<file path="src/sv/gprcf_pkg.sv">
`default_nettype none
package gprcf_pkg;

    // APB register map: one 32-bit register every 4 bytes
    localparam int ADDR_W = 3;
    localparam int DATA_W = 32;

    localparam logic [0:0] REG_MOVE_THRESHOLD  = 1'd0;
    localparam logic [0:0] REG_THROTTLE_INTERVAL = 1'd1;

    localparam logic [7:0]  RST_MOVE_THRESHOLD    = 8'd8;
    localparam logic [31:0] RST_THROTTLE_INTERVAL = 32'd33000000;

    // Pad deflection limits used for the report mapping
    localparam logic signed [8:0] PAD_MIN = -9'sd160;
    localparam logic signed [8:0] PAD_MAX = 9'sd160;
    localparam logic [8:0]        PAD_OFS = 9'd160;

    typedef struct packed {
        logic [7:0]  move_threshold;
        logic [15:0] move_limit_sq;
        logic [31:0] throttle_interval;
    } t_cfg;

    typedef struct packed {
        logic [11:0]       button_bits;
        logic signed [8:0] pad_dx;
        logic signed [8:0] pad_dy;
        logic              touch_active;
        logic [8:0]        touch_x;
        logic [7:0]        touch_y;
        logic [63:0]       tick_now;
    } t_sample;

    typedef struct packed {
        logic [11:0] report_buttons;
        logic [15:0] pad_x_scaled;
        logic [15:0] pad_y_scaled;
        logic        report_touch_active;
        logic [8:0]  report_touch_x;
        logic [7:0]  report_touch_y;
    } t_report;

    // Map a saturated pad value v = d + 160 (0..320) to v * 32768 / 320.
    // v * 512 / 5 = v * 102 + floor(2v / 5); the last term uses 205/1024,
    // exact for 2v below 1024.
    function automatic logic [15:0] scale_pad(input logic signed [8:0] d);
        logic signed [8:0] s;
        logic [8:0]        v;
        logic [17:0]       q;
        s = d;
        if (d < PAD_MIN) s = PAD_MIN;
        if (d > PAD_MAX) s = PAD_MAX;
        v = $unsigned(s) + PAD_OFS;
        q = 18'({v, 1'b0}) * 18'd205;
        return 16'(16'(v) * 16'd102) + 16'(q[17:10]);
    endfunction

endpackage
`default_nettype wire

</file>
<file path="src/sv/gprcf_sample_if.sv">
`default_nettype none
interface gprcf_sample_if;
    logic              valid;
    logic              ready;
    logic [11:0]       button_bits;
    logic signed [8:0] pad_dx;
    logic signed [8:0] pad_dy;
    logic              touch_active;
    logic [8:0]        touch_x;
    logic [7:0]        touch_y;
    logic [63:0]       tick_now;

    modport source (
        output valid, button_bits, pad_dx, pad_dy, touch_active, touch_x, touch_y, tick_now,
        input  ready
    );
    modport sink (
        input  valid, button_bits, pad_dx, pad_dy, touch_active, touch_x, touch_y, tick_now,
        output ready
    );
endinterface
`default_nettype wire

</file>
<file path="src/sv/gprcf_report_if.sv">
`default_nettype none
interface gprcf_report_if;
    logic        valid;
    logic        ready;
    logic [11:0] report_buttons;
    logic [15:0] pad_x_scaled;
    logic [15:0] pad_y_scaled;
    logic        report_touch_active;
    logic [8:0]  report_touch_x;
    logic [7:0]  report_touch_y;

    modport source (
        output valid, report_buttons, pad_x_scaled, pad_y_scaled,
               report_touch_active, report_touch_x, report_touch_y,
        input  ready
    );
    modport sink (
        input  valid, report_buttons, pad_x_scaled, pad_y_scaled,
               report_touch_active, report_touch_x, report_touch_y,
        output ready
    );
endinterface
`default_nettype wire

</file>
<file path="src/sv/gprcf_cfg_regs.sv">
`default_nettype none
module gprcf_cfg_regs (
    input  wire logic                         i_clk,
    input  wire logic                         i_rst_n,
    input  wire logic                         psel,
    input  wire logic                         penable,
    input  wire logic                         pwrite,
    input  wire logic [gprcf_pkg::ADDR_W-1:0] paddr,
    input  wire logic [gprcf_pkg::DATA_W-1:0] pwdata,
    output logic      [gprcf_pkg::DATA_W-1:0] prdata,
    output logic                              pready,
    output gprcf_pkg::t_cfg                   o_cfg
);

    gprcf_pkg::t_cfg r_cfg;
    logic            wr_en;
    logic [0:0]      reg_sel;

    assign pready  = 1'b1;
    assign wr_en   = psel && penable && pwrite;
    assign reg_sel = paddr[2:2];

    // Write registers; keep the squared threshold alongside the threshold
    always_ff @(posedge i_clk) begin
        if (!i_rst_n) begin
            r_cfg.move_threshold    <= gprcf_pkg::RST_MOVE_THRESHOLD;
            r_cfg.move_limit_sq     <= 16'(gprcf_pkg::RST_MOVE_THRESHOLD)
                                       * 16'(gprcf_pkg::RST_MOVE_THRESHOLD);
            r_cfg.throttle_interval <= gprcf_pkg::RST_THROTTLE_INTERVAL;
        end else if (wr_en) begin
            unique case (reg_sel)
                gprcf_pkg::REG_MOVE_THRESHOLD: begin
                    r_cfg.move_threshold <= pwdata[7:0];
                    r_cfg.move_limit_sq  <= 16'(pwdata[7:0]) * 16'(pwdata[7:0]);
                end
                gprcf_pkg::REG_THROTTLE_INTERVAL: begin
                    r_cfg.throttle_interval <= pwdata;
                end
                default: begin
                end
            endcase
        end
    end

    // Read back
    always_comb begin
        unique case (reg_sel)
            gprcf_pkg::REG_MOVE_THRESHOLD:    prdata = {24'd0, r_cfg.move_threshold};
            gprcf_pkg::REG_THROTTLE_INTERVAL: prdata = r_cfg.throttle_interval;
            default:                          prdata = '0;
        endcase
    end

    assign o_cfg = r_cfg;

endmodule
`default_nettype wire

</file>
<file path="src/sv/gamepad_report_change_filter_top.sv">
`default_nettype none
// Channel   Direction  Handshake      Payload
// i_sample  in         valid/ready    buttons, pad X/Y, touch flag, touch X/Y, tick
// o_report  out        valid/ready    buttons, scaled pad X/Y, touch flag, touch X/Y
// APB       in/out     psel/penable   move_threshold @0x0, throttle_interval @0x4
//
// One sample is accepted per cycle while i_sample.ready is high. Each sample is held in
// the input register, where the change and touch-movement decision is made against the
// stored sample; a report is loaded into the output register as the sample leaves the input register.
// i_sample.ready drops only when a sample that reports is held while a report
// waits unaccepted. Reset is synchronous and active low.
module gamepad_report_change_filter_top (
    input  wire logic                         i_clk,
    input  wire logic                         i_rst_n,
    gprcf_sample_if.sink                      i_sample,
    gprcf_report_if.source                    o_report,
    input  wire logic                         psel,
    input  wire logic                         penable,
    input  wire logic                         pwrite,
    input  wire logic [gprcf_pkg::ADDR_W-1:0] paddr,
    input  wire logic [gprcf_pkg::DATA_W-1:0] pwdata,
    output logic      [gprcf_pkg::DATA_W-1:0] prdata,
    output logic                              pready
);

    gprcf_pkg::t_cfg    cfg;
    gprcf_pkg::t_sample r_in;
    logic               r_in_vld;
    gprcf_pkg::t_report r_out;
    gprcf_pkg::t_report n_out;
    logic               r_out_vld;

    // Stored reference sample
    logic [11:0]       r_prev_buttons;
    logic signed [8:0] r_prev_pad_dx;
    logic signed [8:0] r_prev_pad_dy;
    logic              r_prev_touch_active;
    logic [8:0]        r_prev_touch_x;
    logic [7:0]        r_prev_touch_y;
    logic [63:0]       r_last_touch_tick;

    logic               pad_btn_chg;
    logic               touch_chg;
    logic signed [9:0]  touch_dx;
    logic signed [8:0]  touch_dy;
    logic signed [19:0] dx_sq;
    logic signed [19:0] dy_sq;
    logic [19:0]        dist_sq;
    logic [63:0]        elapsed;
    logic               move_fire;
    logic               send;
    logic               advance;
    logic               in_ready;

    gprcf_cfg_regs u_cfg (
        .i_clk   (i_clk),
        .i_rst_n (i_rst_n),
        .psel    (psel),
        .penable (penable),
        .pwrite  (pwrite),
        .paddr   (paddr),
        .pwdata  (pwdata),
        .prdata  (prdata),
        .pready  (pready),
        .o_cfg   (cfg)
    );

    // Decide whether the held sample reports
    always_comb begin
        pad_btn_chg = (r_in.button_bits != r_prev_buttons)
                   || (r_in.pad_dx != r_prev_pad_dx)
                   || (r_in.pad_dy != r_prev_pad_dy);
        touch_chg   = r_in.touch_active != r_prev_touch_active;
        touch_dx    = $signed({1'b0, r_in.touch_x}) - $signed({1'b0, r_prev_touch_x});
        touch_dy    = $signed({1'b0, r_in.touch_y}) - $signed({1'b0, r_prev_touch_y});
        dx_sq       = touch_dx * touch_dx;
        dy_sq       = touch_dy * touch_dy;
        dist_sq     = $unsigned(dx_sq) + $unsigned(dy_sq);
        elapsed     = r_in.tick_now - r_last_touch_tick;
        move_fire   = !touch_chg && r_in.touch_active
                   && (dist_sq > {4'd0, cfg.move_limit_sq})
                   && (elapsed > {32'd0, cfg.throttle_interval});
        send        = pad_btn_chg || touch_chg || move_fire;
    end

    // Advance unless a report must wait for the output slot
    assign advance  = r_in_vld && (!send || !r_out_vld || o_report.ready);
    assign in_ready = !r_in_vld || advance;
    assign i_sample.ready = in_ready;

    // Build the report payload
    always_comb begin
        n_out.report_buttons      = r_in.button_bits;
        n_out.pad_x_scaled        = gprcf_pkg::scale_pad(r_in.pad_dx);
        n_out.pad_y_scaled        = gprcf_pkg::scale_pad(r_in.pad_dy);
        n_out.report_touch_active = r_in.touch_active;
        n_out.report_touch_x      = r_in.touch_active ? r_in.touch_x : 9'd0;
        n_out.report_touch_y      = r_in.touch_active ? r_in.touch_y : 8'd0;
    end

    // Input register
    always_ff @(posedge i_clk) begin
        if (!i_rst_n) begin
            r_in_vld <= 1'b0;
        end else if (in_ready) begin
            r_in_vld <= i_sample.valid;
        end
    end

    always_ff @(posedge i_clk) begin
        if (in_ready && i_sample.valid) begin
            r_in.button_bits  <= i_sample.button_bits;
            r_in.pad_dx       <= i_sample.pad_dx;
            r_in.pad_dy       <= i_sample.pad_dy;
            r_in.touch_active <= i_sample.touch_active;
            r_in.touch_x      <= i_sample.touch_x;
            r_in.touch_y      <= i_sample.touch_y;
            r_in.tick_now     <= i_sample.tick_now;
        end
    end

    // Update the reference on each report; refresh touch time on movement only
    always_ff @(posedge i_clk) begin
        if (!i_rst_n) begin
            r_prev_buttons      <= '0;
            r_prev_pad_dx       <= '0;
            r_prev_pad_dy       <= '0;
            r_prev_touch_active <= 1'b0;
            r_prev_touch_x      <= '0;
            r_prev_touch_y      <= '0;
            r_last_touch_tick   <= '0;
        end else if (advance && send) begin
            r_prev_buttons      <= r_in.button_bits;
            r_prev_pad_dx       <= r_in.pad_dx;
            r_prev_pad_dy       <= r_in.pad_dy;
            r_prev_touch_active <= r_in.touch_active;
            r_prev_touch_x      <= r_in.touch_x;
            r_prev_touch_y      <= r_in.touch_y;
            if (move_fire) begin
                r_last_touch_tick <= r_in.tick_now;
            end
        end
    end

    // Output register
    always_ff @(posedge i_clk) begin
        if (!i_rst_n) begin
            r_out_vld <= 1'b0;
        end else if (advance && send) begin
            r_out_vld <= 1'b1;
        end else if (o_report.ready) begin
            r_out_vld <= 1'b0;
        end
    end

    always_ff @(posedge i_clk) begin
        if (advance && send) begin
            r_out <= n_out;
        end
    end

    assign o_report.valid               = r_out_vld;
    assign o_report.report_buttons      = r_out.report_buttons;
    assign o_report.pad_x_scaled        = r_out.pad_x_scaled;
    assign o_report.pad_y_scaled        = r_out.pad_y_scaled;
    assign o_report.report_touch_active = r_out.report_touch_active;
    assign o_report.report_touch_x      = r_out.report_touch_x;
    assign o_report.report_touch_y      = r_out.report_touch_y;

endmodule
`default_nettype wire
</file>
<file path="src/flat_wrapper.sv">
// flat-port wrapper written by rule: the top's interface ports become plain ports
module gamepad_report_change_filter_top_flat 
  (i_clk, i_rst_n, psel, penable, pwrite, paddr, pwdata, prdata, pready, i_sample_valid, i_sample_button_bits, i_sample_pad_dx, i_sample_pad_dy, i_sample_touch_active, i_sample_touch_x, i_sample_touch_y, i_sample_tick_now, i_sample_ready, o_report_valid, o_report_report_buttons, o_report_pad_x_scaled, o_report_pad_y_scaled, o_report_report_touch_active, o_report_report_touch_x, o_report_report_touch_y, o_report_ready);
  gprcf_sample_if i_sample_i ();
  gprcf_report_if o_report_i ();
  input  wire logic i_clk;
  input  wire logic i_rst_n;
  input  wire logic psel;
  input  wire logic penable;
  input  wire logic pwrite;
  input  wire logic [gprcf_pkg::ADDR_W-1:0] paddr;
  input  wire logic [gprcf_pkg::DATA_W-1:0] pwdata;
  output logic      [gprcf_pkg::DATA_W-1:0] prdata;
  output logic pready;
  input wire logic [$bits(i_sample_i.valid)-1:0] i_sample_valid;
  input wire logic [$bits(i_sample_i.button_bits)-1:0] i_sample_button_bits;
  input wire logic [$bits(i_sample_i.pad_dx)-1:0] i_sample_pad_dx;
  input wire logic [$bits(i_sample_i.pad_dy)-1:0] i_sample_pad_dy;
  input wire logic [$bits(i_sample_i.touch_active)-1:0] i_sample_touch_active;
  input wire logic [$bits(i_sample_i.touch_x)-1:0] i_sample_touch_x;
  input wire logic [$bits(i_sample_i.touch_y)-1:0] i_sample_touch_y;
  input wire logic [$bits(i_sample_i.tick_now)-1:0] i_sample_tick_now;
  output wire logic [$bits(i_sample_i.ready)-1:0] i_sample_ready;
  output wire logic [$bits(o_report_i.valid)-1:0] o_report_valid;
  output wire logic [$bits(o_report_i.report_buttons)-1:0] o_report_report_buttons;
  output wire logic [$bits(o_report_i.pad_x_scaled)-1:0] o_report_pad_x_scaled;
  output wire logic [$bits(o_report_i.pad_y_scaled)-1:0] o_report_pad_y_scaled;
  output wire logic [$bits(o_report_i.report_touch_active)-1:0] o_report_report_touch_active;
  output wire logic [$bits(o_report_i.report_touch_x)-1:0] o_report_report_touch_x;
  output wire logic [$bits(o_report_i.report_touch_y)-1:0] o_report_report_touch_y;
  input wire logic [$bits(o_report_i.ready)-1:0] o_report_ready;
  assign i_sample_i.valid = i_sample_valid;
  assign i_sample_i.button_bits = i_sample_button_bits;
  assign i_sample_i.pad_dx = i_sample_pad_dx;
  assign i_sample_i.pad_dy = i_sample_pad_dy;
  assign i_sample_i.touch_active = i_sample_touch_active;
  assign i_sample_i.touch_x = i_sample_touch_x;
  assign i_sample_i.touch_y = i_sample_touch_y;
  assign i_sample_i.tick_now = i_sample_tick_now;
  assign i_sample_ready = i_sample_i.ready;
  assign o_report_valid = o_report_i.valid;
  assign o_report_report_buttons = o_report_i.report_buttons;
  assign o_report_pad_x_scaled = o_report_i.pad_x_scaled;
  assign o_report_pad_y_scaled = o_report_i.pad_y_scaled;
  assign o_report_report_touch_active = o_report_i.report_touch_active;
  assign o_report_report_touch_x = o_report_i.report_touch_x;
  assign o_report_report_touch_y = o_report_i.report_touch_y;
  assign o_report_i.ready = o_report_ready;
  gamepad_report_change_filter_top u_core (.i_clk(i_clk), .i_rst_n(i_rst_n), .i_sample(i_sample_i), .o_report(o_report_i), .psel(psel), .penable(penable), .pwrite(pwrite), .paddr(paddr), .pwdata(pwdata), .prdata(prdata), .pready(pready));
endmodule
</file>
<file path="config.mk">
export PLATFORM = sky130hd
export DESIGN_NAME = gamepad_report_change_filter_top_flat
export DESIGN_NICKNAME = d
export VERILOG_FILES = /design/src/sv/gprcf_pkg.sv /design/src/sv/gprcf_sample_if.sv /design/src/sv/gprcf_report_if.sv /design/src/sv/gprcf_cfg_regs.sv /design/src/sv/gamepad_report_change_filter_top.sv /design/src/flat_wrapper.sv
export SDC_FILE = /design/constraint.sdc
export NUM_CORES = 1
export LEC_CHECK = 0
export ABC_CLOCK_PERIOD_IN_PS = 21000
export BUFFER_PORTS_ARGS = -buffer_cell sky130_fd_sc_hd__buf_2
export CAP_MARGIN = 20
export CELL_PAD_IN_SITES_DETAIL_PLACEMENT = 2
export CELL_PAD_IN_SITES_GLOBAL_PLACEMENT = 2
export CORE_ASPECT_RATIO = 0.8
export CORE_MARGIN = 1
export CORE_UTILIZATION = 39
export DETAILED_ROUTE_END_ITERATION = 8
export HOLD_SLACK_MARGIN = 0.06
export PLACE_DENSITY = 0.89
export SYNTH_ARGS = -nofsm -noshare
export SYNTH_HDL_FRONTEND = slang
export SYNTH_SLANG_ARGS = --single-unit
export TNS_END_PERCENT = 10
</file>
<file path="constraint.sdc">
create_clock -name i_clk -period 21 [get_ports i_clk]
set_input_delay 2.1 -clock i_clk [delete_from_list [all_inputs] [get_ports i_clk]]
set_output_delay 2.1 -clock i_clk [all_outputs]
set_load 0.01 [all_outputs]
</file>
=== Yosys cells after proc, flatten, opt, wreduce, memory -nomap -nowiden ===
Cells that the tools add are included.

* Bits in registers: 344
* Input bits: 154
* Output and inout port bits: 97
* Logic and storage cells: 81

* $add $sub $neg: 8
* $mul: 7
* Magnitude comparators: 6
* Equal/unequal tests: 4
* Multiplexer cells: 7
* Bitwise gates (word level): 1
* Reductions and logical operators: 23

{| class="wikitable"
|+ Operator list
! kind !! number
|-
| $gt 64x32->1 || 1
|-
| $pmux 32 s2 || 1
|-
| $sub 64x64->64 || 1
|-
| $mux 9 || 4
|-
| $mul 9x8->17 const B || 2
|-
| $add 16x8->16 || 2
|-
| $mul 9x6->15 const B || 2
|-
| $add 20x20->20 || 1
|-
| $gt 20x16->1 || 1
|-
| $mul 10x10->20 || 1
|-
| $add 9x8->9 const B || 2
|-
| $gt 9x9->1 const B || 2
|-
| $lt 9x9->1 const B || 2
|-
| $mul 9x9->18 || 1
|-
| $ne 9x9->1 || 2
|-
| $mul 8x8->16 || 1
|-
| $ne 12x12->1 || 1
|-
| $sub 9x9->10 || 1
|-
| $sub 8x8->9 || 1
|-
| $logic_and 1x1->1 || 8
|-
| $logic_or 1x1->1 || 7
|-
| $reduce_and 2->1 || 3
|-
| $logic_not 1->1 || 4
|-
| $mux 1 || 2
|-
| other kinds (3) || 3
|}

=== Longest topological paths before layout ===
Gate-level depths: netlist of the first run.

* Depth after elaboration: 13
* Mapped depth: 51
* Gate-level depth less buffers: 49

=== Hierarchy ===
From an unflattened synthesis of the first run, not the netlist that was laid out.

* Cells, all modules: 3,426
* Area total of the unflattened synthesis: 31,580.3 µm²

{| class="wikitable"
|+ Modules (own cells, without submodules)
! module !! instances !! cells an instance !! area an instance (µm²) !! seq. area each (µm²)
|-
| gamepad_report_change_filter_top || 1 || 2,952 || 27,711.6 || 7,507.2
|-
| gprcf_cfg_regs || 1 || 474 || 3,868.7 || 1,081.0
|}

=== Worst setup path after synthesis of the first run ===
No wires, ideal clock.

* Path type: register -> register
* Start point: register u_core.r_in[64] (netlist name)
* End point: register u_core.r_in, in the netlist u_core.n_out[17], enable pin
* Setup time: 0.598 ns
* Arrival time: 15.743 ns
* Required time: 20.402 ns
* Setup slack: 4.660 ns
* Stages on the path, launching flop included: 50
* Path buffers: 0
* Clock period less this slack: 16.340 ns
* Path through: edfxtp_1 > inv_1 > ha_1 > inv_1 > fa_1 > a21o_1 > a21oi_1 > o21bai_1 > a21oi_1 > o21bai_1 > a21oi_1 > clkinv_1 > nor2_1 > fa_1 > inv_1 > fa_1 > inv_1 > fa_1 > [... 14 more ...] > fa_1 > inv_1 > fa_1 > fa_1 > inv_1 > ha_1 > and3_1 > a21oi_1 > nand3_1 > xor2_1 > ha_1 > nand4_1 > nand2b_1 > o31a_1 > o41ai_1 > a41oi_1 > o2111a_1 > nor2b_1

* Word-level cells in the longest chain between the ends: 13

{| class="wikitable"
|+ RTL lines
! item !! RTL line !! RTL
|-
| from (decl) || gamepad_report_change_filter_top.sv:27 || <nowiki>gprcf_pkg::t_sample r_in;</nowiki>
|-
| $sub 8x8->9 || gamepad_report_change_filter_top.sv:75 || <nowiki>touch_dy = $signed({1'b0, r_in.touch_y}) - $signed({1'b0, r_prev_touch_y});</nowiki>
|-
| $mul 9x9->18 || gamepad_report_change_filter_top.sv:77 || <nowiki>dy_sq = touch_dy * touch_dy;</nowiki>
|-
| $add 20x20->20 || gamepad_report_change_filter_top.sv:78 || <nowiki>dist_sq = $unsigned(dx_sq) + $unsigned(dy_sq);</nowiki>
|-
| $gt 20x16->1 || gamepad_report_change_filter_top.sv:81 || <nowiki>&& (dist_sq > {4'd0, cfg.move_limit_sq})</nowiki>
|-
| $logic_and 1x1->1 || gamepad_report_change_filter_top.sv:81 ||
|-
| $logic_and 1x1->1 || gamepad_report_change_filter_top.sv:82 || <nowiki>&& (elapsed > {32'd0, cfg.throttle_interval});</nowiki>
|-
| $logic_or 1x1->1 || gamepad_report_change_filter_top.sv:83 || <nowiki>send = pad_btn_chg || touch_chg || move_fire;</nowiki>
|-
| $logic_not 1->1 || gamepad_report_change_filter_top.sv:87 || <nowiki>assign advance = r_in_vld && (!send || !r_out_vld || o_report.ready);</nowiki>
|-
| $logic_or 1x1->1 (2 in series) || gamepad_report_change_filter_top.sv:87 ||
|-
| $logic_and 1x1->1 || gamepad_report_change_filter_top.sv:87 ||
|-
| $logic_or 1x1->1 || gamepad_report_change_filter_top.sv:88 || <nowiki>assign in_ready = !r_in_vld || advance;</nowiki>
|-
| $logic_and 1x1->1 || gamepad_report_change_filter_top.sv:111 || <nowiki>if (in_ready && i_sample.valid) begin</nowiki>
|}

No other way between the ends.
A chain may end at the register's enable or synchronous reset.

=== Final worst setup path of the first run ===
* Start point: register u_core.r_in[64] (netlist name)
* End point: output port i_sample_ready

* Word-level cells in the longest chain between the ends: 12

{| class="wikitable"
|+ RTL lines
! item !! RTL line !! RTL
|-
| $sub 8x8->9 || gamepad_report_change_filter_top.sv:75 ||
|-
| $mul 9x9->18 || gamepad_report_change_filter_top.sv:77 ||
|-
| $add 20x20->20 || gamepad_report_change_filter_top.sv:78 ||
|-
| $gt 20x16->1 || gamepad_report_change_filter_top.sv:81 ||
|-
| $logic_and 1x1->1 || gamepad_report_change_filter_top.sv:81 ||
|-
| $logic_and 1x1->1 || gamepad_report_change_filter_top.sv:82 ||
|-
| $logic_or 1x1->1 || gamepad_report_change_filter_top.sv:83 ||
|-
| $logic_not 1->1 || gamepad_report_change_filter_top.sv:87 ||
|-
| $logic_or 1x1->1 (2 in series) || gamepad_report_change_filter_top.sv:87 ||
|-
| $logic_and 1x1->1 || gamepad_report_change_filter_top.sv:87 ||
|-
| $logic_or 1x1->1 || gamepad_report_change_filter_top.sv:88 ||
|-
| to (decl) || flat_wrapper.sv:23 || <nowiki>output wire logic [$bits(i_sample_i.ready)-1:0] i_sample_ready;</nowiki>
|}

No other way between the ends.

==> results.json, run 1 <==
{
  "outcome": "completed",
  "utilization": 0.444,
  "synth_nets": 4250,
  "row_count": 92,
  "synth_seq_cells": 342,
  "dp_hpwl_mm": 92.0,
  "rsz0062_at_grt": "no",
  "yosysWarningCount": 0,
  "busiest_layer": "met2",
  "grtUsageMet3": 0.0389,
  "area_growth_pct": 11.6,
  "die_w_um": 320,
  "wl_mm": 120,
  "grt_util_met2": 0.525,
  "cts_inserted_buffers": 41,
  "cts_max_level": 2,
  "placedCellCount": 4672,
  "cts.repair.resized": 0,
  "syn_area_um2": 31600,
  "grt_pass1_wl_mm": 185,
  "wl_per_cell_um": 25.2,
  "whs_ns": 0.460,
  "antenna_found_initial": 4,
  "clk_pin_slew_ns": 0.07,
  "slowest_delay_ns": 0.68,
  "slowest_stage": "o41ai_1",
  "cts_tree": "built",
  "hold_buffers": 0,
  "crit_required_ns": 18.90,
  "cts_buffer_depth": 3,
  "clock_skew_ns": 0.0427,
  "vias_per_cell": 5.60,
  "cts_root_buffer": "clkbuf_16",
  "postCtsSetupBuffers": 0,
  "finalNetCount": 4443,
  "hold_viol_final": 0,
  "first_pass_iters": 5,
  "end_kind": "output pin",
  "die-height_um": 256,
  "fin_setup_tns_ns": 0,
  "hold_path.class": "flop to flop",
  "cts_sinks": 342,
  "num_vias": 26600,
  "grt_use_met1": 0.350,
  "max_slew_margin": 0.204,
  "synth_edf_count": 174,
  "crit_type": "flop to output pin",
  "first_iter_violations": 1311,
  "worst_pin_slew_ns": 1.19,
  "ys_seq_area_frac": 0.272,
  "min_period_ns": 15.96,
  "fillCellCount": 8620,
  "yosysUniqueCellTypes": 80,
  "drv_slew": 0,
  "first_global_vias": 31000,
  "overflow": 0,
  "drc": 0,
  "setup_viol": 0,
  "finalCritPeriodShare": 0.760,
  "maxCapViolCount": 0,
  "ys.flop_type": "edfxtp_1",
  "syn_area_per_cell_um2": 9.04,
  "grt_util_all_layers": 0.291,
  "ios": 251,
  "multi_input_area_um2": 20400,
  "syn-instance-count": 3491,
  "arrival_ns": 13.86,
  "drt.antenna.violating_nets": 0,
  "port_buffers": 247,
  "grt_max_degree": 124,
  "seq_area_um2": 8590,
  "drive_gt1_frac": 0.0988,
  "final_cells": 4751,
  "crit_path_max_fanout": 10,
  "start_util": 0.397,
  "fp.coreArea_um2": 79400,
  "async_flop_share": 0,
  "clk_latency_ns": 0.61,
  "place_congestion": 0.920,
  "max_freq_mhz": 62.7,
  "worst_setup_path_start_kind": "flop",
  "die-area_um2": 82100
}
logic make-up after synthesis:
kind of cell | synth area share
mux | 0.0424
compound gates | 0.116
xor+xnor | 0.0569
simple gates | 0.138
buf+inv | 0.0820
fa+ha+maj | 0.293
flops | 0.272
other cells | 0.000119
Yosys cell counts, types with 10 or more instances:
cell      count  share of area
o21bai_1     32         0.0076
dfxtp_1     168           0.11
nor2b_1      22         0.0044
edfxtp_1    174           0.17
nand2_1     506          0.060
nor2_1      168          0.020
nand4_1      53          0.011
nand3_1      39         0.0062
a21boi_0     36         0.0086
a31oi_1      22         0.0044
a21oi_1     189          0.030
nor4_1       14         0.0028
o21a_1       20         0.0048
buf_2        14         0.0022
fa_1        225           0.14
mux2i_1     118          0.037
o21ai_0     107          0.017
and3_1       15         0.0030
xnor2_1     121          0.034
clkbuf_1     89          0.011
inv_1       542          0.064
and2_1       66          0.013
nand2b_1     20         0.0040
mux2_2       14         0.0050
nor3_1       31         0.0049
o211ai_1     22         0.0052
ha_1        380           0.15
xor2_1       84          0.023
a21o_1       54          0.013
o21ai_1      10         0.0016
layout by cell type (no fill, tap or decap), types with 9 or more instances in the layout:
cell and instances:
xnor2_1 121, a21boi_0 36, and2_1 66, nor2b_1 21, nand3_1 39, a21oi_1 189, mux2_2 14, o21bai_1 32
o21ai_1 10, fa_1 225, edfxtp_1 174, o21ai_0 107, dfxtp_1 168, nand2b_1 20, clkbuf_16 45, and3_1 14
o211ai_1 22, ha_1 380, nand4_1 53, nor4_1 13, a21o_1 54, a31oi_1 22, nand2_1 506, xor2_1 84
inv_1 541, buf_4 17, or3_1 9, nor2_1 167, buf_2 247, nor3_1 31, o21a_1 20, mux2i_1 118
critical path: cells and delay by family, from the launching register on:
family,cells,cell delay (ns)
XOR/XNOR,2,0.50
flip-flops,1,0.43
adder cells (fa/ha/maj),14,5.67
AND/OR/NAND/NOR,7,1.29
AO/OA/AOI/OAI,14,3.78
buffers and inverters,13,1.61
metrics by stage:
stage          setup WS, ns  area [um^2]
6_report               5.04        35200
2_1_floorplan          4.66        31600
3_3_place_gp           6.52        33700
4_1_cts                4.79        35200
3_5_place_dp           5.68        33700
5_1_grt                4.43        35200
sequential cells by signal, summed over array words and instances, names as in the netlist:
name                                 flops
u_core.r_in                             99
u_core.r_last_touch_tick                64
u_core.u_cfg.o_cfg                      54
u_core.o_report.pad_x_scaled            16
u_core.o_report.pad_y_scaled            16
u_core.n_out                            13
u_core.o_report.report_buttons          12
u_core.r_prev_buttons                   12
u_core.o_report.report_touch_x           9
u_core.r_prev_pad_dx                     9
u_core.r_prev_pad_dy                     9
u_core.r_prev_touch_x                    9
u_core.o_report.report_touch_y           8
u_core.r_prev_touch_y                    8
u_core.o_report.report_touch_active      1
u_core.o_report.valid                    1
u_core.r_in_vld                          1
u_core.r_prev_touch_active               1
final timing paths:
path,slack (ns),to,start,cells past startpoint
hold / removal,0.46,u_core.r_last_touch_tick[35],u_core.r_last_touch_tick[35],2
setup reg to reg,6.28,u_core.r_in[54],u_core.r_in[64],50
setup / recovery,5.04,i_sample_ready,u_core.r_in[64],50
hold reg to reg,0.46,u_core.r_last_touch_tick[35],u_core.r_last_touch_tick[35],2
layer usage:
metal	share of wire	vias to the layer above
met3	0.042	266
met5	0.00034	-
li1	-	12000
met4	0.038	6
met2	0.51	681
met1	0.41	13700
cell type report:
cell class,count,area share
multi-input combinational,2486,0.580
sequential,342,0.244
inverter,547,0.0583
timing repair buffer,266,0.0397
tap,1034,0.0367
clock buffer,59,0.0352
clock inverter,16,0.00671
antenna,1,0.0000710
Power of run 1 is left out: the tool's default activity adds up to more than one toggle a clock period on the data nets, which glitch-free logic cannot reach.
==> run 2, diff against run 1 <==
- ABC_CLOCK_PERIOD_IN_PS: 21000 -> 14100
- CORE_UTILIZATION: 39 -> 35
- PLACE_DENSITY: 0.89 -> 0.85
- clock period: 21 -> 14.1 ns (I/O delays scaled with it)
==> run 2 against run 1 <==
Effect of this change:
- sequential share of layout area is 0.31 points lower
- highest routed layer unchanged
- final area is 1.3% higher
- core utilization is 4.4 points lower
- flip-flop and latch count stayed put
- via count is 2.2% lower
==> results.json, run 2 (synthesis gave the netlist of run 1 again) <==
{
  "slowest_delay_ns": 0.55,
  "die-area_um2": 91400,
  "clock_skew_ns": 0.0374,
  "drc": 0,
  "port_buffers": 247,
  "largest_reg_flops": 99,
  "endpoint": "i_sample_ready",
  "first_global_vias": 29800,
  "finalNetCount": 4460,
  "setup_viol": 0,
  "startpoint": "u_core.r_prev_touch_y[1]",
  "hold_buffers": 0,
  "wl_met1_mm": 48.5,
  "r2r_slack_ns": 1.34,
  "hold_path.class": "flop to flop",
  "arrival_ns": 12.29,
  "crit_path_max_fanout": 5,
  "max_freq_mhz": 73.0,
  "crit_required_ns": 12.69,
  "first_pass_iters": 5,
  "num_vias": 26000,
  "cts_max_level": 2,
  "highest_layer": "met5",
  "hold_viol_final": 0,
  "area_growth_pct": 13.1,
  "start_util": 0.353,
  "place_ws_ns": -0.141,
  "wl_met2_mm": 55.2,
  "outcome": "completed",
  "crit_type": "flop to output pin",
  "maxCapViolCount": 0,
  "drive_gt1_frac": 0.109,
  "drv_slew": 0,
  "end_kind": "output pin",
  "worst_pin_slew_ns": 1.11,
  "cts_tree": "built",
  "cpMostUsedCell": "inv_1",
  "routed-wl-met3_mm": 4.73,
  "die_w_um": 338,
  "grt_max_degree": 128,
  "reg2regPathDepth": 51,
  "die-height_um": 271,
  "grt_util_all_layers": 0.243,
  "fp.coreArea_um2": 89400,
  "clk_latency_ns": 0.61,
  "grt_pass1_wl_mm": 172,
  "ios": 251,
  "reg2reg_from": "u_core.r_prev_touch_y[1]",
  "cts_buffer_depth": 3,
  "cts_inserted_buffers": 43,
  "antenna_found_initial": 11,
  "overflow": 0,
  "worst_setup_path_start_kind": "flop",
  "wl_mm": 111,
  "place_congestion": 0.916,
  "vias_per_cell": 5.28,
  "min_period_ns": 13.70,
  "max_slew_margin": 0.255,
  "cts_root_buffer": "clkbuf_16",
  "cts_sinks": 342,
  "r2r-end": "u_core.r_in[75]",
  "slowest_stage": "fa_1",
  "row_count": 98,
  "wl_per_cell_um": 22.5,
  "finalCritPeriodShare": 0.972,
  "first_iter_violations": 1111,
  "hold_path_startpoint": "u_core.r_last_touch_tick[6]",
  "drt.antenna.violating_nets": 0,
  "regMostFlops": "u_core.r_in",
  "dp_hpwl_mm": 87.9,
  "whs_ns": 0.459,
  "layout_commonest_cell": "inv_1",
  "worst_slack_ns": 0.398,
  "clk_pin_slew_ns": 0.06,
  "mostFrequentLayoutCells": "inv_1, nand2_1, ha_1"
}
[run 2: how the worst min path moves through the flow]
stage | cells past startpoint | endpoint | slack [ns]
6_report | 2 | u_core.r_last_touch_tick[6] | 0.46
4_1_cts | 2 | u_core.r_last_touch_tick[6] | 0.47
5_1_grt | 2 | u_core.r_last_touch_tick[57] | 0.48
3_5_place_dp | 2 | u_core.r_last_touch_tick[57] | 0.45
3_3_place_gp | 2 | u_core.r_last_touch_tick[14] | 0.44
2_1_floorplan | 2 | u_core.r_last_touch_tick[10] | 0.43
[run 2: cell type report]
class	instances	area (um^2)
well taps	1200	1500
clock inverters	31	275
inverters	547	2060
repair buffers	281	1570
clock buffers	49	1140
multi-input cells	2486	20600
diodes	1	2.50
fillers	9860	53700
flip-flops and latches	342	8590
[run 2: critical path: cells and delay by family, from the launching register on]
kind	cells	cell delay, ns
XOR/XNOR	3	0.54
AO/OA/AOI/OAI	16	3.23
buffers and inverters	11	0.76
flip-flops	1	0.34
adder cells (fa/ha/maj)	13	5.75
AND/OR/NAND/NOR	7	1.05
[run 2: through the flow]
step | area, um^2 | TNS [ns] | cells | util
after global placement | 34000 | 0 | 4840 | 0.380
after global routing | 35700 | -0.0528 | 4937 | 0.399
after detailed placement | 34000 | -0.141 | 4840 | 0.380
final | 35700 | 0 | 4937 | 0.399
after floorplan | 31600 | 0 | 3491 | -
after CTS | 35500 | 0 | 4921 | 0.397
[run 2: repair_timing]
item,CTS,global route
pin swaps,2,8
hold endpoints to repair,0,0
setup buffers,1,10
setup endpoints to repair,1,1
gates resized for setup,13,19
[run 2: routing by layer]
metal,up-vias,GRT usage
li1,12000,-
met1,13400,0.309
met2,506,0.424
met3,149,0.0390
met4,10,0.0592
met5,-,0
Power of run 2 is left out for the same reason.
